### src/design/assert_macros.svh
// assertion macros used by the deque top-level design file
`ifndef ASSERT_MACROS_SVH
`define ASSERT_MACROS_SVH

// property checked at every rising edge, off while reset is asserted
`define DEQ_ASSERT(lbl, clk, rst_n, prop) \
	lbl: assert property (@(posedge clk) disable iff (!rst_n) (prop)) \
		else $error("deque check failed");

// condition that must never be seen
`define DEQ_ASSERT_NEVER(lbl, clk, rst_n, cond) \
	`DEQ_ASSERT(lbl, clk, rst_n, !(cond))

`endif

### src/design/deq_pkg.sv
// types, constants and slot helpers of the double-ended queue
`timescale 1ns / 1ps
`default_nettype none

package deq_pkg;

	localparam int DEPTH = 16;
	localparam int IDX_W = (DEPTH > 1) ? $clog2(DEPTH) : 1;
	localparam int CNT_W = $clog2(DEPTH + 1);
	localparam int DATA_W = 32;
	localparam int CMD_W = 3;
	localparam int COUNT_FIELD_W = 5;
	localparam int ERR_W = 2;

	typedef logic [IDX_W-1:0] idx_t;
	typedef logic [CNT_W-1:0] cnt_t;
	typedef logic [DATA_W-1:0] data_t;

	localparam idx_t IDX_LAST = idx_t'(DEPTH - 1);
	localparam cnt_t CNT_FULL = cnt_t'(DEPTH);

	typedef enum logic [CMD_W-1:0] {
		CMD_PUSH_FRONT = 3'd0,
		CMD_PUSH_REAR  = 3'd1,
		CMD_POP_FRONT  = 3'd2,
		CMD_POP_REAR   = 3'd3,
		CMD_REPORT     = 3'd4
	} cmd_t;

	typedef enum logic [ERR_W-1:0] {
		ERR_NONE  = 2'd0,
		ERR_EMPTY = 2'd1,
		ERR_FULL  = 2'd2
	} err_t;

	// control bundle from pointer logic to the datapath
	typedef struct packed {
		logic wr_en;
		idx_t wr_addr;
		idx_t rd_front;
		idx_t rd_rear;
		cnt_t count;
		err_t err;
		logic fwd_front;
		logic fwd_rear;
	} deq_ctl_t;

	// ring step forward with wrap
	function automatic idx_t slot_next(idx_t s);
		return (s == IDX_LAST) ? '0 : idx_t'(s + idx_t'(1));
	endfunction

	// ring step backward with wrap
	function automatic idx_t slot_prev(idx_t s);
		return (s == '0) ? IDX_LAST : idx_t'(s - idx_t'(1));
	endfunction

	// count reported in the low bits of the result field
	function automatic logic [COUNT_FIELD_W-1:0] count_field(cnt_t c);
		logic [31:0] w;
		w = 32'(c);
		return w[COUNT_FIELD_W-1:0];
	endfunction

endpackage

`default_nettype wire

### src/design/deq_ifs.sv
// request and result channel interfaces of the deque
`timescale 1ns / 1ps
`default_nettype none

interface deq_req_if;
	logic valid;
	logic ready;
	logic [deq_pkg::CMD_W-1:0] command;
	logic signed [deq_pkg::DATA_W-1:0] push_value;

	modport source (output valid, output command, output push_value, input ready);
	modport sink (input valid, input command, input push_value, output ready);
endinterface

interface deq_rsp_if;
	logic valid;
	logic ready;
	logic signed [deq_pkg::DATA_W-1:0] front_value;
	logic signed [deq_pkg::DATA_W-1:0] rear_value;
	logic [deq_pkg::COUNT_FIELD_W-1:0] item_count;
	logic is_empty;
	logic is_full;
	logic [deq_pkg::ERR_W-1:0] error_code;

	modport source (output valid, output front_value, output rear_value,
		output item_count, output is_empty, output is_full, output error_code,
		input ready);
	modport sink (input valid, input front_value, input rear_value,
		input item_count, input is_empty, input is_full, input error_code,
		output ready);
endinterface

`default_nettype wire

### src/design/deq_mem.sv
// item store: one write port, two registered read ports
`timescale 1ns / 1ps
`default_nettype none

module deq_mem (
	input  wire logic           clk,
	input  wire logic           wr_en,
	input  wire deq_pkg::idx_t  wr_addr,
	input  wire deq_pkg::data_t wr_data,
	input  wire logic           rd_en,
	input  wire deq_pkg::idx_t  rd_addr_a,
	input  wire deq_pkg::idx_t  rd_addr_b,
	output deq_pkg::data_t      rd_data_a,
	output deq_pkg::data_t      rd_data_b
);

	deq_pkg::data_t mem_q [deq_pkg::DEPTH];
	deq_pkg::data_t rd_data_a_q;
	deq_pkg::data_t rd_data_b_q;

	// write port
	always_ff @(posedge clk) begin
		if (wr_en) begin
			mem_q[wr_addr] <= wr_data;
		end
	end

	// read ports, old data on a same-cycle write
	always_ff @(posedge clk) begin
		if (rd_en) begin
			rd_data_a_q <= mem_q[rd_addr_a];
			rd_data_b_q <= mem_q[rd_addr_b];
		end
	end

	assign rd_data_a = rd_data_a_q;
	assign rd_data_b = rd_data_b_q;

endmodule

`default_nettype wire

### src/design/deq_ctrl.sv
// head, tail and count registers with command decode
`timescale 1ns / 1ps
`default_nettype none

module deq_ctrl (
	input  wire logic                       clk,
	input  wire logic                       arst_n,
	input  wire logic                       accept,
	input  wire logic [deq_pkg::CMD_W-1:0]  command,
	output deq_pkg::deq_ctl_t               ctl
);

	deq_pkg::idx_t head_q;
	deq_pkg::idx_t tail_q;
	deq_pkg::cnt_t count_q;
	deq_pkg::idx_t head_n;
	deq_pkg::idx_t tail_n;
	deq_pkg::cnt_t count_n;
	logic          is_full;
	logic          is_empty;

	assign is_full  = (count_q == deq_pkg::CNT_FULL);
	assign is_empty = (count_q == '0);

	// next pointers, store write and read addresses
	always_comb begin
		head_n        = head_q;
		tail_n        = tail_q;
		count_n       = count_q;
		ctl.wr_en     = 1'b0;
		ctl.wr_addr   = tail_q;
		ctl.err       = deq_pkg::ERR_NONE;
		case (command)
			deq_pkg::CMD_PUSH_FRONT: begin
				if (is_full) begin
					ctl.err = deq_pkg::ERR_FULL;
				end else begin
					head_n      = deq_pkg::slot_prev(head_q);
					ctl.wr_en   = 1'b1;
					ctl.wr_addr = head_n;
					count_n     = deq_pkg::cnt_t'(count_q + deq_pkg::cnt_t'(1));
				end
			end
			deq_pkg::CMD_PUSH_REAR: begin
				if (is_full) begin
					ctl.err = deq_pkg::ERR_FULL;
				end else begin
					ctl.wr_en   = 1'b1;
					ctl.wr_addr = tail_q;
					tail_n      = deq_pkg::slot_next(tail_q);
					count_n     = deq_pkg::cnt_t'(count_q + deq_pkg::cnt_t'(1));
				end
			end
			deq_pkg::CMD_POP_FRONT: begin
				if (is_empty) begin
					ctl.err = deq_pkg::ERR_EMPTY;
				end else begin
					head_n  = deq_pkg::slot_next(head_q);
					count_n = deq_pkg::cnt_t'(count_q - deq_pkg::cnt_t'(1));
				end
			end
			deq_pkg::CMD_POP_REAR: begin
				if (is_empty) begin
					ctl.err = deq_pkg::ERR_EMPTY;
				end else begin
					tail_n  = deq_pkg::slot_prev(tail_q);
					count_n = deq_pkg::cnt_t'(count_q - deq_pkg::cnt_t'(1));
				end
			end
			default: begin
				// report only, unused codes act the same
			end
		endcase
		ctl.wr_en     = ctl.wr_en & accept;
		ctl.rd_front  = head_n;
		ctl.rd_rear   = deq_pkg::slot_prev(tail_n);
		ctl.count     = count_n;
		// the read sees old data where it hits the slot being written
		ctl.fwd_front = ctl.wr_en && (ctl.rd_front == ctl.wr_addr);
		ctl.fwd_rear  = ctl.wr_en && (ctl.rd_rear == ctl.wr_addr);
	end

	// pointer and count registers
	always_ff @(posedge clk or negedge arst_n) begin
		if (!arst_n) begin
			head_q  <= '0;
			tail_q  <= '0;
			count_q <= '0;
		end else if (accept) begin
			head_q  <= head_n;
			tail_q  <= tail_n;
			count_q <= count_n;
		end
	end

endmodule

`default_nettype wire

### src/design/double_ended_queue_core.sv
// top level of the double-ended queue: pointer control, store and result stage
//
//   channel | modport | carries
//   --------+---------+-------------------------------------------------
//   req     | sink    | command, push_value
//   rsp     | source  | front_value, rear_value, item_count, is_empty,
//           |         | is_full, error_code
//
// one request per cycle while req.ready is high; results go from the read stage
// to the output register. Pointers and write settle at acceptance; the store
// registers front and rear read data, which then enter the output register
// a stalled result holds the read stage, and req.ready falls only when both are full
// reset clears pointers, count and valid flags; store contents are left as they are
`timescale 1ns / 1ps
`default_nettype none
`include "assert_macros.svh"

module double_ended_queue_core (
	input  wire logic  clk,
	input  wire logic  arst_n,
	deq_req_if.sink    req,
	deq_rsp_if.source  rsp
);

	logic              accept;
	logic              advance_s1;
	deq_pkg::deq_ctl_t ctl;
	deq_pkg::data_t    rd_front;
	deq_pkg::data_t    rd_rear;

	logic              valid_s1;
	deq_pkg::cnt_t     count_s1;
	deq_pkg::err_t     err_s1;
	logic              fwd_front_s1;
	logic              fwd_rear_s1;
	deq_pkg::data_t    value_s1;

	logic              out_valid_q;
	deq_pkg::data_t    front_q;
	deq_pkg::data_t    rear_q;
	deq_pkg::cnt_t     count_q;
	deq_pkg::err_t     err_q;

	// handshake
	assign advance_s1 = valid_s1 && (!out_valid_q || rsp.ready);
	assign req.ready  = !valid_s1 || advance_s1;
	assign accept     = req.valid && req.ready;

	deq_ctrl u_ctrl (
		.clk     (clk),
		.arst_n  (arst_n),
		.accept  (accept),
		.command (req.command),
		.ctl     (ctl)
	);

	deq_mem u_mem (
		.clk       (clk),
		.wr_en     (ctl.wr_en),
		.wr_addr   (ctl.wr_addr),
		.wr_data   (deq_pkg::data_t'(req.push_value)),
		.rd_en     (accept),
		.rd_addr_a (ctl.rd_front),
		.rd_addr_b (ctl.rd_rear),
		.rd_data_a (rd_front),
		.rd_data_b (rd_rear)
	);

	// read stage valid
	always_ff @(posedge clk or negedge arst_n) begin
		if (!arst_n) begin
			valid_s1 <= 1'b0;
		end else if (req.ready) begin
			valid_s1 <= accept;
		end
	end

	// read stage payload
	always_ff @(posedge clk) begin
		if (accept) begin
			count_s1     <= ctl.count;
			err_s1       <= ctl.err;
			fwd_front_s1 <= ctl.fwd_front;
			fwd_rear_s1  <= ctl.fwd_rear;
			value_s1     <= deq_pkg::data_t'(req.push_value);
		end
	end

	// output register valid
	always_ff @(posedge clk or negedge arst_n) begin
		if (!arst_n) begin
			out_valid_q <= 1'b0;
		end else if (!out_valid_q || rsp.ready) begin
			out_valid_q <= valid_s1;
		end
	end

	// output register payload, zero values when empty
	always_ff @(posedge clk) begin
		if (advance_s1) begin
			count_q <= count_s1;
			err_q   <= err_s1;
			if (count_s1 == '0) begin
				front_q <= '0;
				rear_q  <= '0;
			end else begin
				front_q <= fwd_front_s1 ? value_s1 : rd_front;
				rear_q  <= fwd_rear_s1 ? value_s1 : rd_rear;
			end
		end
	end

	assign rsp.valid       = out_valid_q;
	assign rsp.front_value = signed'(front_q);
	assign rsp.rear_value  = signed'(rear_q);
	assign rsp.item_count  = deq_pkg::count_field(count_q);
	assign rsp.is_empty    = (count_q == '0);
	assign rsp.is_full     = (count_q == deq_pkg::CNT_FULL);
	assign rsp.error_code  = err_q;

	// checks
	`DEQ_ASSERT_NEVER(a_count_range, clk, arst_n, valid_s1 && (count_s1 > deq_pkg::CNT_FULL))
	`DEQ_ASSERT(a_full_err, clk, arst_n, (valid_s1 && err_s1 == deq_pkg::ERR_FULL) |-> (count_s1 == deq_pkg::CNT_FULL))
	`DEQ_ASSERT(a_empty_err, clk, arst_n, (valid_s1 && err_s1 == deq_pkg::ERR_EMPTY) |-> (count_s1 == '0))
	`DEQ_ASSERT(a_hold_s1, clk, arst_n, (valid_s1 && !advance_s1) |=> (valid_s1 && $stable(count_s1)))

endmodule

`default_nettype wire

### src/flat_wrapper.sv
// flat-port wrapper written by rule: the top's interface ports become plain ports
module double_ended_queue_core_flat 
  (clk, arst_n, req_valid, req_command, req_push_value, req_ready, rsp_valid, rsp_front_value, rsp_rear_value, rsp_item_count, rsp_is_empty, rsp_is_full, rsp_error_code, rsp_ready);
  deq_req_if req_i ();
  deq_rsp_if rsp_i ();
  input  wire logic clk;
  input  wire logic arst_n;
  input wire logic [$bits(req_i.valid)-1:0] req_valid;
  input wire logic [$bits(req_i.command)-1:0] req_command;
  input wire logic [$bits(req_i.push_value)-1:0] req_push_value;
  output wire logic [$bits(req_i.ready)-1:0] req_ready;
  output wire logic [$bits(rsp_i.valid)-1:0] rsp_valid;
  output wire logic [$bits(rsp_i.front_value)-1:0] rsp_front_value;
  output wire logic [$bits(rsp_i.rear_value)-1:0] rsp_rear_value;
  output wire logic [$bits(rsp_i.item_count)-1:0] rsp_item_count;
  output wire logic [$bits(rsp_i.is_empty)-1:0] rsp_is_empty;
  output wire logic [$bits(rsp_i.is_full)-1:0] rsp_is_full;
  output wire logic [$bits(rsp_i.error_code)-1:0] rsp_error_code;
  input wire logic [$bits(rsp_i.ready)-1:0] rsp_ready;
  assign req_i.valid = req_valid;
  assign req_i.command = req_command;
  assign req_i.push_value = req_push_value;
  assign req_ready = req_i.ready;
  assign rsp_valid = rsp_i.valid;
  assign rsp_front_value = rsp_i.front_value;
  assign rsp_rear_value = rsp_i.rear_value;
  assign rsp_item_count = rsp_i.item_count;
  assign rsp_is_empty = rsp_i.is_empty;
  assign rsp_is_full = rsp_i.is_full;
  assign rsp_error_code = rsp_i.error_code;
  assign rsp_i.ready = rsp_ready;
  double_ended_queue_core u_core (.clk(clk), .arst_n(arst_n), .req(req_i), .rsp(rsp_i));
endmodule
### config.mk
export PLATFORM = sky130hd
export DESIGN_NAME = double_ended_queue_core_flat
export DESIGN_NICKNAME = d
export VERILOG_FILES = /design/src/design/deq_pkg.sv /design/src/design/deq_ifs.sv /design/src/design/deq_mem.sv /design/src/design/deq_ctrl.sv /design/src/design/double_ended_queue_core.sv /design/src/flat_wrapper.sv
export VERILOG_INCLUDE_DIRS = /design/src /design/src/design
export SDC_FILE = /design/constraint.sdc
export NUM_CORES = 1
export LEC_CHECK = 0
export BUFFER_PORTS_ARGS = -buffer_cell sky130_fd_sc_hd__buf_2
export CAP_MARGIN = 40
export CELL_PAD_IN_SITES_DETAIL_PLACEMENT = 1
export CELL_PAD_IN_SITES_GLOBAL_PLACEMENT = 1
export CORE_ASPECT_RATIO = 1.5
export CORE_MARGIN = 4
export CORE_UTILIZATION = 52
export CTS_BUF_LIST = sky130_fd_sc_hd__clkbuf_16
export DETAILED_ROUTE_END_ITERATION = 12
export PLACE_DENSITY = 0.84
export SLEW_MARGIN = 20
export SYNTH_ARGS = -nofsm -noshare
export SYNTH_HDL_FRONTEND = slang
export SYNTH_SLANG_ARGS = --single-unit
### constraint.sdc
create_clock -name clk -period 5.5 [get_ports clk]
set_clock_uncertainty 0.15 [all_clocks]
set_input_delay 0.55 -clock clk [delete_from_list [all_inputs] [get_ports clk]]
set_output_delay 0.55 -clock clk [all_outputs]
set_load 0.01 [all_outputs]
==> summary.txt <==
Status = finished, final reports clean
Starting utilization of the core area = 52.4%
# fillers = 5975
Crit path arrival time = 5.25 ns
Crit path time final = 5.06 ns
Fraction of the yosys area taken by sequential cells = 63.4%
Syn_area_per_cell = 13.8 um^2
Clock Latency Late Sink = 0.63 ns
Worst path bufs/invs = 3
IO Pins = 114
Pleak = 13.3 nW
Commonest cells post-synth = edfxtp_1 (688), mux2i_1 (356), nor2_1 (192)
CTS H-tree lvls = 3
Final worst path period share = 92.0%
PwrDens = 664 nW/um^2
Synth unique cells = 76
CP Max Fanout = 86
Routed len/inst = 33.8 um
Fin worst setup slack = 0.442 ns
Slew Viols, Final = 0
Top delay family on crit path = simple AND/OR/NAND/NOR gates
Clock sinks = 703
Worst setup EP type = register
Layout cells sized above 1 = 17.3%
Setup Fix Bufs, Post-CTS = 0
Slew of the pin with the lowest slew margin = 0.930 ns
Top_reg_cell synth = edfxtp_1
Synth top area cells = edfxtp_1 (62%), mux2i_1 (11%), mux2_2 (3.4%)
Rows = 113
Via count = 24078
Num CTS Buffers = 68
DP Worst Slack = 0.606 ns
VDD IR max = 0.691 mV
Drt first pass iters = 6
Syn_nets = 2451
Antenna Nets Post-Route = 0
Int Pwr = 14.1 mW
Drt initial violations = 2973
RSZ-0062 raised after global routing = false
Reg clk slew, reported paths = 0.06 ns
Setup violators final = 0
TritonCTS clock tree = built
Comb pwr share = 52.2%
Clock Power Share = 19.2%
Via-to-Cell Ratio = 7.20
Worst slew margin = 37.5%
Fmax achieved = 198 MHz
WS Path Type = reg -> reg
Nets = 2533
CP max stage delay = 0.79 ns
Final GP Congestion = 0.889
MaxCap Viol Count = 0
Hold slack = 0.0879 ns
First-pass GRT wire length = 165000 um
Final Hold Viols = 0
HP Class = in -> reg
Worst-path cell chain = inv_1 -> ha_1 -> and4bb_2 -> nor2_1 -> o311ai_2 -> or2_1 -> inv_2 -> ha_4 -> buf_12 -> nand4_1 -> o32ai_1 -> nor3_1 -> a22oi_1 -> o211ai_1
Clock root buffer = clkbuf_16
Die height = 317 um
Total of warnings raised by yosys = 0
Overall Global Routing Usage = 32.4%
Largest net degree at the start of global routing = 124
# port buffers = 113
Switching Share = 43.1%
Die Wd = 214 um
Netlist Area Pre-Place = 33200 um^2
Die area = 68000 um^2
Vias in the first global route = 25584
Synthesis-to-finish area growth = 12.7%
PnR Total Power = 24.8 mW
Worst Path Required = 5.69 ns
Post-synth ARST share = 2.13%
DRT Wirelength = 113000 um
Psw = 10.7 mW
Reg power frac = 28.6%
Share of the synthesized area in the top cell type = 62.3%
# DRC = 0
Post-synth EDFFs = 688
Count leader, synth = edfxtp_1
Number of synthesized register bits = 703
Clock tree buffer depth = 3
Critical-path cell with the highest stage delay = nand4_1
Post-DP HPWL = 64600 um
Core box area = 63300 um^2
Area leader, netlist = edfxtp_1
Setup TNS = 0 ns
Grt total ovfl = 0
Startpoint class of the critical path = register
Antenna violations before repair = 4
Cells after synthesis = 2403
cell type report:
| class | instances | area [um^2] | area share, % |
|---|---|---|---|
| inverters | 19 | 73.8 | 0.197 |
| repair buffers | 196 | 1540 | 4.11 |
| multi-input cells | 1497 | 11500 | 30.8 |
| clock buffers | 71 | 1780 | 4.75 |
| flip-flops and latches | 703 | 21000 | 56.2 |
| well taps | 805 | 1010 | 2.69 |
| clock inverters | 52 | 438 | 1.17 |
| diodes | 2 | 5.00 | 0.0134 |
logic make-up after synthesis:
kind of cell / Yosys count / synth area share, %
XOR/XNOR: 14 / 0.392
AND/OR/NAND/NOR: 507 / 7.33
adder cells (fa/ha/maj): 9 / 0.339
flip-flops: 703 / 63.4
multiplexers: 457 / 14.2
buffers and inverters: 203 / 2.55
AO/OA/AOI/OAI: 510 / 11.8
routing by layer:
layer / up-vias / GRT usage [%] / wire, um
met5: - / 0 / 25
met4: 4 / 22.1 / 8460
met3: 485 / 6.11 / 10500
met2: 1638 / 54.6 / 55100
met1: 12191 / 37.8 / 39000
li1: 9760 / - / -
state kept, by name, summed over array words and instances, names as in the netlist, 5 cells and up:
register and count:
u_core.rsp.rear_value 32, u_core.rsp.front_value 32, u_core.u_mem.rd_data_a 32, u_core.value_s1 32
u_core.u_ctrl.count_q 5, u_core.u_mem.mem_q 512, u_core.rsp.item_count 5, u_core.count_s1 5
u_core.u_mem.rd_data_b 32
power by group through the flow:
stage	Clock [mW]	Sequential (mW)	Combinational [mW]
floorplan	0	7.04	8.14
global placement	0	7.17	11.8
detailed placement	0	7.19	12.4
CTS	4.79	7.09	12.6
global route	5.03	7.14	13.4
finish	4.77	7.10	13.0
worst register-to-register path, delay by kind of cell, from the launching register on:
kind | cells | cell delay [ns]
buffers and inverters | 3 | 0.76
AOI/OAI and AO/OA | 4 | 1.26
and+or+nand+nor | 5 | 1.61
adders and majority gates | 2 | 0.55
DFF | 1 | 0.46
stage by stage:
step / instances / area, um^2 / utilization, %
after CTS: 3339 / 37300 / 59.0
after detailed placement: 3214 / 35100 / 55.4
after global placement: 3206 / 35000 / 55.2
after global routing: 3343 / 37400 / 59.1
final: 3345 / 37400 / 59.1
after floorplan: 2403 / 33200 / -
worst paths after layout:
| check | start | endpoint | slack, ns | depth (start not counted) |
|---|---|---|---|---|
| max | u_core.u_ctrl.count_q[1]$_DFFE_PN0P_ | u_core.u_mem.rd_data_b[0]$_DFFE_PP_ | 0.44 | 14 |
| min | rsp_ready | u_core.rsp.valid$_DFFE_PN0P_ | 0.09 | 3 |
| max reg2reg | u_core.u_ctrl.count_q[1]$_DFFE_PN0P_ | u_core.u_mem.rd_data_b[0]$_DFFE_PP_ | 0.44 | 14 |
| min reg2reg | u_core.err_s1[1]$_DFFE_PP_ | u_core.rsp.error_code[1]$_DFFE_PP_ | 0.27 | 0 |
| max in group asynchronous | arst_n | u_core.u_ctrl.count_q[4]$_DFFE_PN0P_ | 4.64 | 2 |
| min in group asynchronous | arst_n | u_core.u_ctrl.tail_q[3]$_DFFE_PN0P_ | 0.26 | 2 |
cell usage in the layout (no fill, tap or decap), types with 14 or more instances in the layout:
cell       synthesis  routed
a22oi_1           40      40
nor2_1           192     171
o22a_1            33      33
clkbuf_16          0      71
or4_1             14      14
o21ai_0           44      43
a2bb2oi_1         28      28
o221ai_1          22      22
o211ai_1         123     123
or3_1             51      50
nand2_1           98      98
nor3_1            50      49
mux2i_1          356     356
mux2_2           101     101
dfrtp_1           15      15
o311ai_1          21      21
buf_12             0      23
inv_1             16      32
nor2_4             0      22
o22ai_1           38      38
buf_2             58     114
edfxtp_1         688     688
buf_4              1      51
clkinv_1           2      15
nand3_1           43      43
o32ai_1           43      43
a21oi_1           36      36
o32a_1            40      40
timing repair:
item / CTS / global route
resized for setup: 0 / 0
hold endpoints to repair: 16 / 0
hold buffers: 2 / 0
Note: power is estimated with default switching activity, not from simulation.
